## src/hw/rtl/rop_pkg.sv

```systemverilog
`timescale 1ns / 1ps
`default_nettype none
// ---------------------------------------------------------------------------
// rop_pkg
// Types and constants shared by the render override message parser.
// ---------------------------------------------------------------------------
package rop_pkg;

  typedef enum logic [3:0] {
    PH_SETMASK   = 4'd0,
    PH_RESETMASK = 4'd1,
    PH_MODEFX    = 4'd2,
    PH_AMOUNT    = 4'd3,
    PH_COLOUR    = 4'd4,
    PH_SKIN      = 4'd5,
    PH_BODY      = 4'd6,
    PH_TAIL      = 4'd7
  } phase_t;

  localparam logic OP_DATA = 1'b0;
  localparam logic OP_END  = 1'b1;

  localparam logic CFG_MAX_MODE   = 1'b0;
  localparam logic CFG_MAX_EFFECT = 1'b1;

  localparam logic [2:0]  MAX_MODE_RST   = 3'd5;
  localparam logic [4:0]  MAX_EFFECT_RST = 5'd20;
  localparam logic [31:0] BODY_ALL_ONES  = 32'hFFFF_FFFF;

  localparam int unsigned OVR_W = 6;

  typedef struct packed {
    logic [2:0]       render_mode;
    logic [4:0]       render_effect;
    logic [7:0]       render_amount;
    logic [7:0]       color_red;
    logic [7:0]       color_green;
    logic [7:0]       color_blue;
    logic [7:0]       skin_number;
    logic [31:0]      body_value;
    logic [OVR_W-1:0] override_mask;
    logic             message_done;
    logic             truncated;
  } rop_result_t;

  // first field phase at or after from whose field is expected, else tail
  function automatic phase_t next_phase(input phase_t from, input logic [OVR_W-1:0] s);
    phase_t p;
    p = PH_TAIL;
    if (from <= PH_MODEFX && s[1:0] != 2'b00) begin
      p = PH_MODEFX;
    end else if (from <= PH_AMOUNT && s[2]) begin
      p = PH_AMOUNT;
    end else if (from <= PH_COLOUR && s[3]) begin
      p = PH_COLOUR;
    end else if (from <= PH_SKIN && s[4]) begin
      p = PH_SKIN;
    end else if (from <= PH_BODY && s[5]) begin
      p = PH_BODY;
    end
    return p;
  endfunction

endpackage
`default_nettype wire

```

## src/hw/rtl/rop_parser.sv

```systemverilog
`timescale 1ns / 1ps
`default_nettype none
// ---------------------------------------------------------------------------
// rop_parser
// Parse state and stored overrides; computes the result of one item in a
// single pass and commits the state when the item advances.
// ---------------------------------------------------------------------------
module rop_parser (
  input  wire logic                 clk,
  input  wire logic                 rst_n,
  input  wire logic                 step,
  input  wire logic                 op,
  input  wire logic [7:0]           byte_value,
  input  wire logic [2:0]           max_mode,
  input  wire logic [4:0]           max_effect,
  output rop_pkg::rop_result_t      result
);
  import rop_pkg::*;

  phase_t           phase_r,   phase_nxt;
  logic [OVR_W-1:0] set_r,     set_nxt;
  logic [OVR_W-1:0] rst_r,     rst_nxt;
  logic [1:0]       pos_r,     pos_nxt;
  logic [31:0]      gather_r,  gather_nxt;
  logic [2:0]       mode_r,    mode_nxt;
  logic [4:0]       effect_r,  effect_nxt;
  logic [7:0]       amount_r,  amount_nxt;
  logic [23:0]      colour_r,  colour_nxt;
  logic [7:0]       skin_r,    skin_nxt;
  logic [31:0]      body_r,    body_nxt;
  logic [OVR_W-1:0] valid_r,   valid_nxt;

  logic [OVR_W-1:0] es;
  logic [OVR_W-1:0] mk_set;
  logic [OVR_W-1:0] mk_rst;
  logic [OVR_W-1:0] mk_es;
  logic             mk_done;
  logic [31:0]      gather_add;
  logic             done;
  logic             trunc;
  logic             clr;

  assign es     = set_r & ~rst_r;
  assign mk_set = (phase_r == PH_SETMASK) ? byte_value[5:0] : set_r;
  assign mk_rst = (phase_r == PH_SETMASK) ? '0 : byte_value[5:0];
  assign mk_es  = mk_set & ~mk_rst;

  always_comb begin
    gather_add = gather_r;
    case (pos_r)
      2'd0: gather_add[7:0]   = gather_r[7:0]   | byte_value;
      2'd1: gather_add[15:8]  = gather_r[15:8]  | byte_value;
      2'd2: gather_add[23:16] = gather_r[23:16] | byte_value;
      default: gather_add[31:24] = gather_r[31:24] | byte_value;
    endcase
  end

  always_comb begin
    phase_nxt  = phase_r;
    set_nxt    = set_r;
    rst_nxt    = rst_r;
    pos_nxt    = pos_r;
    gather_nxt = gather_r;
    mode_nxt   = mode_r;
    effect_nxt = effect_r;
    amount_nxt = amount_r;
    colour_nxt = colour_r;
    skin_nxt   = skin_r;
    body_nxt   = body_r;
    valid_nxt  = valid_r;
    done       = 1'b0;
    trunc      = 1'b0;
    clr        = 1'b0;
    mk_done    = 1'b0;
    if (step) begin
      if (op == OP_END) begin
        done       = 1'b1;
        clr        = (phase_r != PH_TAIL);
        phase_nxt  = PH_SETMASK;
        set_nxt    = '0;
        rst_nxt    = '0;
        pos_nxt    = '0;
        gather_nxt = '0;
      end else begin
        unique case (phase_r)
          PH_SETMASK: begin
            set_nxt = byte_value[5:0];
            rst_nxt = '0;
            if (byte_value[6]) begin
              phase_nxt = PH_RESETMASK;
            end else begin
              mk_done = 1'b1;
            end
          end
          PH_RESETMASK: begin
            rst_nxt = byte_value[5:0];
            mk_done = 1'b1;
          end
          PH_MODEFX: begin
            if (es[0]) begin
              mode_nxt     = (byte_value[2:0] > max_mode) ? max_mode : byte_value[2:0];
              valid_nxt[0] = 1'b1;
            end
            if (es[1]) begin
              effect_nxt   = (byte_value[7:3] > max_effect) ? max_effect : byte_value[7:3];
              valid_nxt[1] = 1'b1;
            end
            phase_nxt = next_phase(PH_AMOUNT, es);
          end
          PH_AMOUNT: begin
            amount_nxt   = byte_value;
            valid_nxt[2] = 1'b1;
            phase_nxt    = next_phase(PH_COLOUR, es);
          end
          PH_COLOUR: begin
            gather_nxt = gather_add;
            if (pos_r >= 2'd2) begin
              colour_nxt   = gather_add[23:0];
              valid_nxt[3] = 1'b1;
              gather_nxt   = '0;
              pos_nxt      = '0;
              phase_nxt    = next_phase(PH_SKIN, es);
            end else begin
              pos_nxt = pos_r + 2'd1;
            end
          end
          PH_SKIN: begin
            skin_nxt     = byte_value;
            valid_nxt[4] = 1'b1;
            phase_nxt    = next_phase(PH_BODY, es);
          end
          PH_BODY: begin
            gather_nxt = gather_add;
            if (pos_r == 2'd3) begin
              if (gather_add == BODY_ALL_ONES) begin
                clr = 1'b1;
              end else begin
                body_nxt     = gather_add;
                valid_nxt[5] = 1'b1;
              end
              gather_nxt = '0;
              pos_nxt    = '0;
              phase_nxt  = PH_TAIL;
            end else begin
              pos_nxt = pos_r + 2'd1;
            end
          end
          default: begin
            phase_nxt = PH_TAIL;
          end
        endcase
      end
      if (mk_done) begin
        if (mk_es[1:0] == 2'b00) begin
          valid_nxt[1:0] = valid_r[1:0] & ~mk_rst[1:0];
        end
        valid_nxt[5:2] = valid_r[5:2] & ~mk_rst[5:2];
        pos_nxt        = '0;
        gather_nxt     = '0;
        phase_nxt      = next_phase(PH_MODEFX, mk_es);
      end
      if (clr) begin
        trunc      = 1'b1;
        mode_nxt   = '0;
        effect_nxt = '0;
        amount_nxt = '0;
        colour_nxt = '0;
        skin_nxt   = '0;
        body_nxt   = '0;
        valid_nxt  = '0;
      end
    end
  end

  always_ff @(posedge clk) begin
    if (!rst_n) begin
      phase_r  <= PH_SETMASK;
      set_r    <= '0;
      rst_r    <= '0;
      pos_r    <= '0;
      gather_r <= '0;
      mode_r   <= '0;
      effect_r <= '0;
      amount_r <= '0;
      colour_r <= '0;
      skin_r   <= '0;
      body_r   <= '0;
      valid_r  <= '0;
    end else begin
      phase_r  <= phase_nxt;
      set_r    <= set_nxt;
      rst_r    <= rst_nxt;
      pos_r    <= pos_nxt;
      gather_r <= gather_nxt;
      mode_r   <= mode_nxt;
      effect_r <= effect_nxt;
      amount_r <= amount_nxt;
      colour_r <= colour_nxt;
      skin_r   <= skin_nxt;
      body_r   <= body_nxt;
      valid_r  <= valid_nxt;
    end
  end

  always_comb begin
    result.render_mode   = mode_nxt;
    result.render_effect = effect_nxt;
    result.render_amount = amount_nxt;
    result.color_red     = colour_nxt[7:0];
    result.color_green   = colour_nxt[15:8];
    result.color_blue    = colour_nxt[23:16];
    result.skin_number   = skin_nxt;
    result.body_value    = body_nxt;
    result.override_mask = valid_nxt;
    result.message_done  = done;
    result.truncated     = trunc;
  end

  a_end_restarts: assert property (@(posedge clk) disable iff (!rst_n)
    (step && op == OP_END) |=> (phase_r == PH_SETMASK && pos_r == 2'd0))
    else $error("end item did not restart the parse");

  a_pos_idle: assert property (@(posedge clk) disable iff (!rst_n)
    (phase_r != PH_COLOUR && phase_r != PH_BODY) |-> (pos_r == 2'd0))
    else $error("byte position set outside a multi-byte field");

  a_colour_pos: assert property (@(posedge clk) disable iff (!rst_n)
    (phase_r == PH_COLOUR) |-> (pos_r != 2'd3))
    else $error("colour byte position out of range");

  a_trunc_clears: assert property (@(posedge clk) disable iff (!rst_n)
    (step && trunc) |=> (valid_r == '0 && body_r == '0 && mode_r == '0))
    else $error("truncation left overrides in place");

endmodule
`default_nettype wire

```

## src/hw/rtl/render_override_message_parser_unit.sv

```systemverilog
`timescale 1ns / 1ps
`default_nettype none
// ---------------------------------------------------------------------------
// render_override_message_parser_unit
// Byte-wise parser of render override messages with stored override values.
//
//   channel | dir | payload
//   --------+-----+---------------------------------------------------------
//   in_     | in  | tdata = byte_value, tuser = op (1 = end of message)
//   out_    | out | tdata = stored overrides and mask, tlast = message_done,
//           |     | tuser = truncated
//   cfg_    | in  | index 0 = max_render_mode, 1 = max_render_effect
//
// one item per cycle sustained while out_tready stays high; an item passes
// through the input register, then the result register
// parse state commits when an item moves from the input register into the
// result register
// synchronous active-low reset clears parse state and overrides and restores the limits to their reset values
// a stalled result holds a full input register, which then drops in_tready
// ---------------------------------------------------------------------------
module render_override_message_parser_unit (
  input  wire logic        clk,
  input  wire logic        rst_n,
  input  wire logic        in_tvalid,
  output logic             in_tready,
  input  wire logic [7:0]  in_tdata,   // [7:0] byte_value
  input  wire logic        in_tuser,   // [0] op
  output logic             out_tvalid,
  input  wire logic        out_tready,
  output logic [87:0]      out_tdata,  // mode, effect, amount, red, green, blue,
                                       // skin, body, override_mask, 2 zero bits
  output logic             out_tlast,  // message_done
  output logic             out_tuser,  // [0] truncated
  input  wire logic        cfg_valid,
  output logic             cfg_ready,
  input  wire logic        cfg_index,
  input  wire logic [7:0]  cfg_data
);
  import rop_pkg::*;

  logic        s1_valid_r;
  logic        s1_op_r;
  logic [7:0]  s1_byte_r;
  logic        s1_adv;
  logic        out_valid_r;
  rop_result_t out_r;
  rop_result_t res;
  logic [2:0]  max_mode_r;
  logic [4:0]  max_effect_r;

  assign s1_adv    = s1_valid_r && (!out_valid_r || out_tready);
  assign in_tready = !s1_valid_r || s1_adv;
  assign cfg_ready = 1'b1;

  rop_parser u_parser (
    .clk        (clk),
    .rst_n      (rst_n),
    .step       (s1_adv),
    .op         (s1_op_r),
    .byte_value (s1_byte_r),
    .max_mode   (max_mode_r),
    .max_effect (max_effect_r),
    .result     (res)
  );

  always_ff @(posedge clk) begin
    if (!rst_n) begin
      max_mode_r   <= MAX_MODE_RST;
      max_effect_r <= MAX_EFFECT_RST;
    end else if (cfg_valid && cfg_ready) begin
      unique case (cfg_index)
        CFG_MAX_MODE:   max_mode_r   <= cfg_data[2:0];
        CFG_MAX_EFFECT: max_effect_r <= cfg_data[4:0];
        default: ;
      endcase
    end
  end

  always_ff @(posedge clk) begin
    if (!rst_n) begin
      s1_valid_r <= 1'b0;
    end else if (in_tready) begin
      s1_valid_r <= in_tvalid;
    end
  end

  always_ff @(posedge clk) begin
    if (in_tready && in_tvalid) begin
      s1_op_r   <= in_tuser;
      s1_byte_r <= in_tdata;
    end
  end

  always_ff @(posedge clk) begin
    if (!rst_n) begin
      out_valid_r <= 1'b0;
    end else if (s1_adv) begin
      out_valid_r <= 1'b1;
    end else if (out_tready) begin
      out_valid_r <= 1'b0;
    end
  end

  always_ff @(posedge clk) begin
    if (s1_adv) begin
      out_r <= res;
    end
  end

  assign out_tvalid = out_valid_r;
  assign out_tdata  = {2'b00, out_r.override_mask, out_r.body_value, out_r.skin_number,
                       out_r.color_blue, out_r.color_green, out_r.color_red,
                       out_r.render_amount, out_r.render_effect, out_r.render_mode};
  assign out_tlast  = out_r.message_done;
  assign out_tuser  = out_r.truncated;

  a_adv_fills: assert property (@(posedge clk) disable iff (!rst_n)
    s1_adv |=> out_valid_r)
    else $error("advanced item did not reach the result register");

  a_no_overrun: assert property (@(posedge clk) disable iff (!rst_n)
    (out_valid_r && !out_tready) |-> !s1_adv)
    else $error("result overwritten while stalled");

  a_stall_holds_in: assert property (@(posedge clk) disable iff (!rst_n)
    (s1_valid_r && out_valid_r && !out_tready) |-> !in_tready)
    else $error("input taken while the input register is full and stalled");

endmodule
`default_nettype wire

```

## config.mk

```make
export PLATFORM = sky130hd
export DESIGN_NAME = render_override_message_parser_unit
export DESIGN_NICKNAME = d
export VERILOG_FILES = /design/src/hw/rtl/rop_pkg.sv /design/src/hw/rtl/rop_parser.sv /design/src/hw/rtl/render_override_message_parser_unit.sv
export SDC_FILE = /design/constraint.sdc
export NUM_CORES = 1
export LEC_CHECK = 0
export BUFFER_PORTS_ARGS = -buffer_cell sky130_fd_sc_hd__buf_4
export CORE_MARGIN = 5
export CORE_UTILIZATION = 52
export DETAILED_ROUTE_END_ITERATION = 10
export PLACE_DENSITY_LB_ADDON = 0.05
export SLEW_MARGIN = 10
export SYNTH_ARGS = -nofsm -noshare
export SYNTH_HDL_FRONTEND = slang
export SYNTH_SLANG_ARGS = --single-unit
```

## constraint.sdc

```tcl
create_clock -name clk -period 10.44 [get_ports clk]
set_input_delay 2.088 -clock clk [delete_from_list [all_inputs] [get_ports clk]]
set_output_delay 2.088 -clock clk [all_outputs]
set_load 0.01 [all_outputs]
```

* Word level (Yosys, flattened, before mapping)
Index checks and enable logic that the tools add are counted.
Storage, ports and cells: register bits after elaboration 243, word-level logic and storage cells 173
Operators by class: $add $sub $neg 1, $lt $le $gt $ge 3, equal/unequal tests 15, mux-type cells 93, bitwise gates (word level) 13, reduce and logical (&&, ||, !) cells 19
Operators with widths (number):
- 32-bit 2-to-1 mux | 10
- 24-bit 2-to-1 mux | 5
- 8-bit 2-to-1 mux | 12
- 32-bit case mux with 2 select lines | 1
- 4-bit 2-to-1 mux | 12
- 6-bit 2-to-1 mux | 8
- 32-bit equality test, second input constant | 1
- 8-bit bitwise OR | 4
- 5-bit 2-to-1 mux | 6
- 4-bit case mux with 7 select lines | 1
- 1-bit 2-to-1 mux | 23
- 3-bit 2-to-1 mux | 6
- 6-bit bitwise AND | 2
- 4-bit by 3-bit equality test with 1-bit output, second input constant | 3
- 2-bit 2-to-1 mux | 6
- 6-bit NOT | 2
- 6-bit case mux with 2 select lines | 1
- 4-bit by 2-bit equality test with 1-bit output, second input constant | 2
- 4-bit by 2-bit != test with 1-bit output, second input constant | 2
- 2-bit AND reduction | 4
- 5-bit > comparator | 1
- 5-bit AND reduction | 1
- 4-bit bitwise AND | 1
- 2-bit equality test, second input constant | 2
- 23 further kinds | 28

* Logic depth before layout (Yosys ltp)
Gate-level depths: netlist of run 1.
depth after elaboration 12, mapped depth 11, mapped depth without buffers 7

* Hierarchy
From an unflattened synthesis of run 1, not the netlist that was laid out.
Second synthesis, totals: cells, all modules 973, area total of the unflattened synthesis 10057.1 µm²
Modules (own cells, without submodules):
- rop_parser | times used 1, cells an instance 828, area each 6705.2 µm², seq. area each 2702.6 µm²
- render_override_message_parser_unit | times used 1, cells an instance 145, area each 3352.0 µm², seq. area each 3113.0 µm²

* Worst setup path after synthesis of run 1
OpenSTA, ideal clock, no wires.
path type input-to-reg, start point input out_tready, end point register out_r, in the netlist out_tdata[10], data pin, arrival 5441 ps, required time 10044 ps, path slack 4603 ps, stages 6, path buffers 2, cells stage by stage nand2b_1 -> nand2_1 -> inv_2 -> clkbuf_1 -> clkbuf_1 -> a21oi_1
RTL lines:
- from (decl) | RTL line render_override_message_parser_unit.sv:29 | input wire logic out_tready,
- to (signal assigned) | RTL line render_override_message_parser_unit.sv:106 | out_r <= res;
- to (decl) | RTL line render_override_message_parser_unit.sv:46 | rop_result_t out_r;

* Final worst setup path of run 1
start point input out_tready, end point output in_tready
On the way: cells in the longest elaborated chain, start to end 3
Ends and longest elaborated chain:
- 1-bit logical OR | RTL line render_override_message_parser_unit.sv:51 | assign s1_adv = s1_valid_r && (!out_valid_r || out_tready);
- 1-bit logical AND | RTL line render_override_message_parser_unit.sv:51
- 1-bit logical OR | RTL line render_override_message_parser_unit.sv:52 | assign in_tready = !s1_valid_r || s1_adv;
- to (decl) | RTL line render_override_message_parser_unit.sv:25 | output logic in_tready,
Every way passes these cells.

==> results of run 1 <==
-- placed cells by master, fill, tap and decap left out, types with 9 or more instances in the layout --
master,instances
a211oi_1,69
a21o_1,27
a21oi_1,123
a22oi_1,12
a2bb2oi_1,19
buf_4,122
clkbuf_16,27
dfxtp_1,145
edfxtp_1,97
ha_1,13
inv_1,28
mux2i_1,44
nand2_1,101
nand2b_1,9
nand3_1,15
nand4_1,11
nor2_1,50
o211ai_1,36
o21ai_0,11
o41ai_1,10
-- power by group --
part	switching, µW	total (µW)	internal [µW]
Combinational	83.7	126	42.3
Sequential	16.7	1020	1000
Clock	378	916	538
Total	478	2060	1580
-- tightest hold or removal path, stage by stage, from the launching register on --
cell     delay [ns]
dfxtp_1        0.30
nand2_1        0.06
a21oi_1        0.05
-- cell type report --
class | instances | area, µm² | share of cell area
multi-input cells | 626 | 3940 | 0.328
inverters | 30 | 119 | 0.00992
clock buffers | 30 | 707 | 0.0590
flip-flops and latches | 242 | 5820 | 0.485
well taps | 265 | 332 | 0.0277
clock inverters | 17 | 163 | 0.0136
repair buffers | 122 | 916 | 0.0764
-- registers in the layout, summed over array words and instances (netlist names), 2 cells and up --
name and cells:
u_parser.body_r 32, u_parser.rst_r 6, u_parser.skin_r 8, u_parser.pos_r 2, s1_byte_r 8, max_effect_r 5
u_parser.gather_r 32, max_mode_r 3, u_parser.amount_r 8, u_parser.effect_r 5, u_parser.phase_r 3, out_tdata 86
u_parser.mode_r 3, u_parser.colour_r 24, u_parser.valid_r 6, u_parser.set_r 6
-- metrics by stage --
| stage | setup WS, ns | hold slack [ns] | power, µW | instances |
|---|---|---|---|---|
| floorplan | 4.60 | 0.436 | 1120 | 985 |
| global placement | 5.39 | 0.447 | 1160 | 1285 |
| detailed placement | 5.36 | 0.452 | 1160 | 1285 |
| CTS | 5.73 | 0.460 | 2080 | 1332 |
| global route | 5.62 | 0.476 | 2140 | 1332 |
| finish | 5.73 | 0.458 | 2060 | 1332 |
-- kinds of logic (layout without fill, tap and decap cells) --
group           Yosys count  after routing  share of synthesized area
compound gates          338            338                      0.221
flops                   242            242                      0.568
simple gates            228            228                      0.102
buf+inv                 117            199                     0.0496
mux                      44             44                     0.0430
fa+ha+maj                13             13                     0.0159
other cells               2              3                   0.000734
-- metal layers --
layer  track usage  part of all wire  vias to the layer above
met5             0                 0                        -
met4        0.0467             0.014                        0
met3        0.0298             0.057                       31
met2         0.308              0.43                      199
met1         0.327              0.50                     3678
li1              -                 -                     3791
-- worst paths after layout --
check / end / slack (ns) / from
worst min-delay path: u_parser.body_r[29] / 0.46 / u_parser.body_r[29]
worst max-delay path: in_tready / 5.73 / out_tready
worst min register to register: u_parser.body_r[29] / 0.46 / u_parser.body_r[29]
worst max register to register: out_tdata[30] / 6.27 / u_parser.pos_r[0]
==> flow_summary.json, run 1 <==
{
  "cts_tree": "yes",
  "synth_edf_count": 97,
  "post_drt_wl_per_cell_um": 18.1,
  "tns_ns": 0,
  "hp-class": "flop to flop",
  "cp_num_buf_inv": 2,
  "synthCells": 984,
  "final_nets": 1084,
  "yosysTopAreaCell": "edfxtp_1",
  "clock_latency_ns": 0.52,
  "gr-total-overflow": 0,
  "finalSetupViolCount": 0,
  "path_cells": "buf_4, nor2b_1, nand2_1, buf_4",
  "rsz0062_at_grt": "false",
  "dieHeight_um": 150,
  "async_reset_ff_frac": 0,
  "cts_buffers": 26,
  "fp.coreArea_mm2": 0.0194,
  "hold_violations": 0,
  "area_delta_synth_final_pct": 17.1,
  "synth_ff_type": "dfxtp_1",
  "fmax_mhz": 212,
  "arrival_ns": 2.62,
  "hold_path_depth": 2,
  "skew_ns": 0.00872,
  "synth.distinct_cells": 56,
  "timing.final.crit_share": 0.451,
  "cp.depth": 4,
  "dr.first_iter.drc_count": 549,
  "yosysSeqAreaShare": 0.568,
  "initial_core_util": 0.528,
  "num_rows": 51,
  "period_needed_ns": 4.71,
  "hpwl_mm": 14.7,
  "post_cts.repair.setup_buffers": 0,
  "power.leakage_uw": 0.00471,
  "numClockSinks": 242,
  "htreeDepth": 1,
  "cts_root_buf": "clkbuf_16",
  "crit_required_ns": 8.35,
  "ir_worst_vdd_mv": 0.133,
  "drc_errors": 0,
  "synth_area_leaders": "edfxtp_1 (28%), dfxtp_1 (28%), a21oi_1 (6.0%), a211oi_1 (5.1%), mux2i_1 (4.3%)",
  "reg2reg_depth": 8,
  "dieArea_mm2": 0.0226,
  "slew_headroom": 0.326,
  "drive_gt1_frac": 0.165,
  "dr.pass1.iters": 7,
  "grt_pass1_wl_mm": 37.8,
  "fin_area_mm2": 0.0120,
  "yosysMostFrequentCell": "dfxtp_1",
  "ant_nets": 0,
  "grt_max_degree": 137,
  "slew_viol_final": 0,
  "cts_buffer_depth": 3,
  "crit_path_frequent_cell": "buf_4",
  "cp_top_family": "simple AND/OR/NAND/NOR gates",
  "avgSynthCellArea_um2": 10.4,
  "postCtsHoldBufs": 0,
  "ctsResizeCount": 0,
  "grt_util_all_layers": 0.209,
  "synthTopCellsByCount": "dfxtp_1 (145), a21oi_1 (123), nand2_1 (101)",
  "place_congestion": 0.853,
  "endpoint_kind": "output port",
  "clkSlewWorstSetupHoldPaths_ns": 0.06,
  "yosys_register_bits": 242,
  "final_util": 0.618,
  "cp_max_fo": 3,
  "fill_cells": 1694,
  "ioPinCount": 116,
  "yosys.area.top_type_share": 0.285,
  "port_buffers": 109,
  "cellPowerDensity_mw_per_mm2": 172,
  "insertedDiodeCount": 0,
  "slowest_delay_ns": 0.17,
  "antenna_found_initial": 0,
  "crit_type": "input port to output port",
  "yosys_warnings": 0,
  "synth_area_mm2": 0.0102,
  "die_w_um": 150,
  "wl_mm": 24.1,
  "worstMarginPinSlew_ns": 1.01,
  "placed_area_mm2": 0.0111,
  "grt_pass1_vias": 6963,
  "num_vias": 7699,
  "maxCapViolCount": 0,
  "via_per_inst": 5.78,
  "cp-start-kind": "input port",
  "critPathSlowestCell": "nor2b_1",
  "status": "complete, no violations"
}
Power figures use the tool's default switching activity.
==> run 2: changes to the inputs <==
==> constraint.sdc (replaced) <==
create_clock -name clk -period 4.6 [get_ports clk]
set_input_delay 0.92 -clock clk [delete_from_list [all_inputs] [get_ports clk]]
set_output_delay 0.92 -clock clk [all_outputs]
set_load 0.01 [all_outputs]
==> flow_summary.json, run 2 (same netlist as run 1, synthesis figures left out) <==
{
  "status": "complete, no violations",
  "cts_buffers": 26,
  "insertedDiodeCount": 0,
  "crit_required_ns": 4.83,
  "clock_latency_ns": 0.53,
  "gr-total-overflow": 0,
  "critPathSlowestCell": "nor4_1",
  "worst_slack_ns": 1.19,
  "timing.rr.start": "u_parser.pos_r[0]",
  "period_needed_ns": 3.41,
  "num_rows": 51,
  "place_congestion": 0.847,
  "post_cts.repair.setup_buffers": 0,
  "htreeDepth": 1,
  "grt_pass1_wl_mm": 38.1,
  "timing.final.crit_share": 0.740,
  "clkSlewWorstSetupHoldPaths_ns": 0.06,
  "p_int_uw": 3530,
  "dr.pass1.iters": 6,
  "min_from": "u_parser.body_r[24]",
  "cts_buffer_depth": 3,
  "clkPwrFrac": 0.432,
  "final_cell_mix": "dfxtp_1 (145), a21oi_1 (123), buf_4 (123)",
  "power_frac_comb": 0.063,
  "crit_path_frequent_cell": "a21oi_1",
  "cp-start-kind": "flop",
  "cellPowerDensity_mw_per_mm2": 382,
  "power.leakage_uw": 0.00472,
  "crit_type": "flop to flop",
  "drc_errors": 0,
  "slew_headroom": 0.358,
  "tns_ns": 0,
  "dr.first_iter.drc_count": 702,
  "maxCapViolCount": 0,
  "dieArea_mm2": 0.0226,
  "num_vias": 7673,
  "p_seq_frac": 0.505,
  "crit_start": "u_parser.pos_r[0]",
  "cts_root_buf": "clkbuf_16",
  "via_per_inst": 5.74,
  "worstMarginPinSlew_ns": 0.960,
  "grt_pass1_vias": 7143,
  "cts_tree": "yes",
  "dieHeight_um": 150,
  "antenna_found_initial": 0,
  "grt_max_degree": 96,
  "ant_nets": 0,
  "largest_reg_flops": 86,
  "netSwitchingPower_uw": 1050,
  "final_nets": 1087,
  "ioPinCount": 116,
  "initial_core_util": 0.528,
  "fp.coreArea_mm2": 0.0194,
  "area_delta_synth_final_pct": 17.1,
  "hold_violations": 0,
  "drive_gt1_frac": 0.161,
  "hp-class": "flop to flop",
  "dp_slack_ns": 1.29,
  "fill_cells": 1700,
  "hpwl_mm": 14.8,
  "slew_viol_final": 0,
  "endpoint_kind": "flop",
  "ctsResizeCount": 0,
  "numClockSinks": 242,
  "p_sw_frac": 0.229,
  "skew_ns": 0.0161,
  "cp_num_buf_inv": 3,
  "final_common_cell": "dfxtp_1",
  "cp_top_family": "simple AND/OR/NAND/NOR gates",
  "finalSetupViolCount": 0,
  "grt_util_all_layers": 0.208,
  "rsz0062_at_grt": "false",
  "path_cells": "inv_1, ha_1, a21oi_1, nor4_1, nand4_1, buf_4, o32ai_4, buf_12, a21oi_1",
  "arrival_ns": 3.64,
  "postCtsHoldBufs": 0,
  "die_w_um": 150,
  "ir_worst_vdd_mv": 0.277,
  "cp_max_fo": 95,
  "fmax_mhz": 294,
  "slowest_delay_ns": 0.61,
  "post_drt_wl_per_cell_um": 17.9,
  "wl_mm": 23.9,
  "port_buffers": 109
}
-- run 2: cell count changes in the layout (fill, tap and decap cells not counted), moves of 2 or more --
cell        change
clkbuf_1        +5
clkinv_1        +3
clkinvlp_4      -5
buf_12          +2
clkinv_4        -2
clkbuf_8        +2
-- run 2: power groups by stage --
stage / combinational, µW / sequential, µW / clock [µW]
6_report: 287 / 2310 / 1980
5_1_grt: 316 / 2320 / 2120
4_1_cts: 288 / 2310 / 2030
3_5_place_dp: 287 / 2360 / 0
3_3_place_gp: 286 / 2360 / 0
2_1_floorplan: 177 / 2350 / 0
-- run 2: final cells by class --
| cell class | count | area [µm²] | area share |
|---|---|---|---|
| sequential | 242 | 5820 | 0.485 |
| clock buffer | 36 | 728 | 0.0608 |
| multi-input combinational | 626 | 3930 | 0.328 |
| inverter | 30 | 119 | 0.00992 |
| tap | 265 | 332 | 0.0277 |
| clock inverter | 12 | 93.8 | 0.00783 |
| timing repair buffer | 125 | 963 | 0.0804 |
-- run 2: path summary, 6_finish.rpt --
path,to,slack (ns),cells after the start
setup / recovery,out_tdata[28],1.19,9
hold reg to reg,u_parser.body_r[24],0.46,2
hold / removal,u_parser.body_r[24],0.46,2
setup reg to reg,out_tdata[28],1.19,9
-- run 2: tightest hold or removal path, cell delays in order (launching register included) --
cell,delay (ns)
dfxtp_1,0.29
nand2_1,0.06
a21oi_1,0.05
-- run 2: through the flow --
step,utilization,total power (µW),area (µm²),instances,hold WS [ns]
3_5_place_dp,0.575,2650,11200,1288,0.451
2_1_floorplan,-,2530,10200,985,0.436
4_1_cts,0.618,4630,12000,1336,0.460
6_report,0.618,4580,12000,1336,0.457
5_1_grt,0.618,4750,12000,1336,0.473
3_3_place_gp,0.575,2640,11200,1288,0.447
-- run 2: per-layer routing --
| layer | track usage | part of all wire | up-vias |
|---|---|---|---|
| li1 | - | - | 3797 |
| met1 | 0.319 | 0.49 | 3673 |
| met2 | 0.318 | 0.44 | 179 |
| met3 | 0.0262 | 0.049 | 24 |
| met4 | 0.0457 | 0.013 | 0 |
| met5 | 0 | 0 | - |
==> run 3: changes to the inputs <==
==> constraint.sdc (replaced) <==
create_clock -name clk -period 3.15 [get_ports clk]
set_input_delay 0.63 -clock clk [delete_from_list [all_inputs] [get_ports clk]]
set_output_delay 0.63 -clock clk [all_outputs]
set_load 0.01 [all_outputs]
==> flow_summary.json, run 3 (same netlist as run 1, synthesis figures left out) <==
{
  "initial_core_util": 0.528,
  "grt_max_degree": 94,
  "clkSlewWorstSetupHoldPaths_ns": 0.06,
  "slew_headroom": 0.432,
  "numClockSinks": 242,
  "fmax_mhz": 348,
  "postCtsHoldBufs": 0,
  "fp.coreArea_mm2": 0.0194,
  "dieArea_mm2": 0.0226,
  "min_from": "in_tdata[4]",
  "largest_reg_flops": 86,
  "ioPinCount": 116,
  "min_to": "s1_byte_r[4]",
  "multi_input_area_mm2": 0.00393,
  "place_congestion": 0.853,
  "register_area_mm2": 0.00582,
  "worstMarginPinSlew_ns": 0.850,
  "final_cell_mix": "buf_4 (145), dfxtp_1 (145), a21oi_1 (123)",
  "arrival_ns": 3.11,
  "cp-start-kind": "flop",
  "hold_path_depth": 1,
  "ant_nets": 0,
  "wl_mm": 24.2,
  "timing.final.crit_share": 0.912,
  "rrSetupSlack_ns": 0.28,
  "power.leakage_uw": 0.00486,
  "hp-class": "input port to flop",
  "grt_pass1_vias": 7215,
  "reg2reg_depth": 10,
  "skew_ns": 0.00808,
  "clock_latency_ns": 0.52,
  "port_buffers": 109,
  "hold_violations": 0,
  "dr.pass1.iters": 5,
  "cts_buffers": 26,
  "cts_tree": "yes",
  "rsz0062_at_grt": "false",
  "maxCapViolCount": 0,
  "endpoint_kind": "flop",
  "insertedDiodeCount": 0,
  "timing.rr.start": "u_parser.pos_r[0]",
  "area_delta_synth_final_pct": 19.6,
  "gr-total-overflow": 0,
  "cts_buffer_depth": 3,
  "final_nets": 1115,
  "drc_errors": 0,
  "cellPowerDensity_mw_per_mm2": 543,
  "fill_cells": 1666,
  "via_per_inst": 5.75,
  "dr.first_iter.drc_count": 648,
  "period_needed_ns": 2.87,
  "status": "complete, no violations",
  "worst_slack_ns": 0.278,
  "grt_util_all_layers": 0.212,
  "tns_ns": 0,
  "cp_max_fo": 12,
  "grt_pass1_wl_mm": 38.8,
  "num_vias": 7847,
  "post_drt_wl_per_cell_um": 17.8,
  "cts_root_buf": "clkbuf_16",
  "r2r-end": "out_tdata[19]",
  "dieHeight_um": 150,
  "finalSetupViolCount": 0,
  "ir_worst_vdd_mv": 0.423,
  "num_rows": 51,
  "post_cts.repair.setup_buffers": 0,
  "antenna_found_initial": 0,
  "hpwl_mm": 15.8,
  "ctsResizeCount": 0,
  "dp_slack_ns": 0.357,
  "htreeDepth": 1,
  "slew_viol_final": 0,
  "drive_gt1_frac": 0.179,
  "die_w_um": 150,
  "crit_required_ns": 3.39,
  "crit_type": "flop to flop"
}
[run 3: worst max path at each step]
| stage | from | to | slack, ns |
|---|---|---|---|
| floorplan | out_tready | out_tdata[10] | 0.16 |
| global placement | u_parser.pos_r[0] | out_tdata[22] | 0.36 |
| detailed placement | u_parser.pos_r[0] | out_tdata[19] | 0.36 |
| CTS | u_parser.pos_r[0] | out_tdata[19] | 0.33 |
| global route | u_parser.pos_r[0] | out_tdata[19] | 0.08 |
| finish | u_parser.pos_r[0] | out_tdata[19] | 0.28 |
[run 3: per-stage QoR]
step / total power, µW / instances / util / instance area (µm²) / hold slack, ns
2_1_floorplan: 3690 / 985 / - / 10200 / 0.436
5_1_grt: 6900 / 1364 / 0.631 / 12200 / 0.267
3_5_place_dp: 3900 / 1316 / 0.590 / 11400 / 0.452
4_1_cts: 6710 / 1364 / 0.631 / 12200 / 0.261
3_3_place_gp: 3890 / 1316 / 0.590 / 11400 / 0.447
6_report: 6650 / 1364 / 0.631 / 12200 / 0.287
[run 3: cell type report]
cell class                 instances  area share
timing repair buffer             153       0.102
tap                              265      0.0271
clock buffer                      33      0.0571
multi-input combinational        626       0.321
clock inverter                    15     0.00757
sequential                       242       0.475
inverter                          30     0.00971
[run 3: routing by layer]
metal / track usage / vias to the layer above / routed length [µm]
li1: - / 3847 / -
met1: 0.334 / 3726 / 11600
met2: 0.308 / 242 / 10600
met3: 0.0328 / 32 / 1630
met4: 0.0485 / 0 / 399
met5: 0 / - / 0
[run 3: worst max-delay path, stage by stage, from the launching register on]
cell	delay (ns)
dfxtp_1	0.37
inv_1	0.10
ha_1	0.36
buf_4	0.22
a21oi_1	0.08
nor4_1	0.37
nand4_1	0.26
o32ai_4	0.36
buf_12	0.19
buf_4	0.18
a21oi_1	0.09
[run 3: where the power goes]
group,switching (µW),internal (µW)
sequential,46.0,3320
clock,1180,1640
combinational,296,173
total,1520,5130
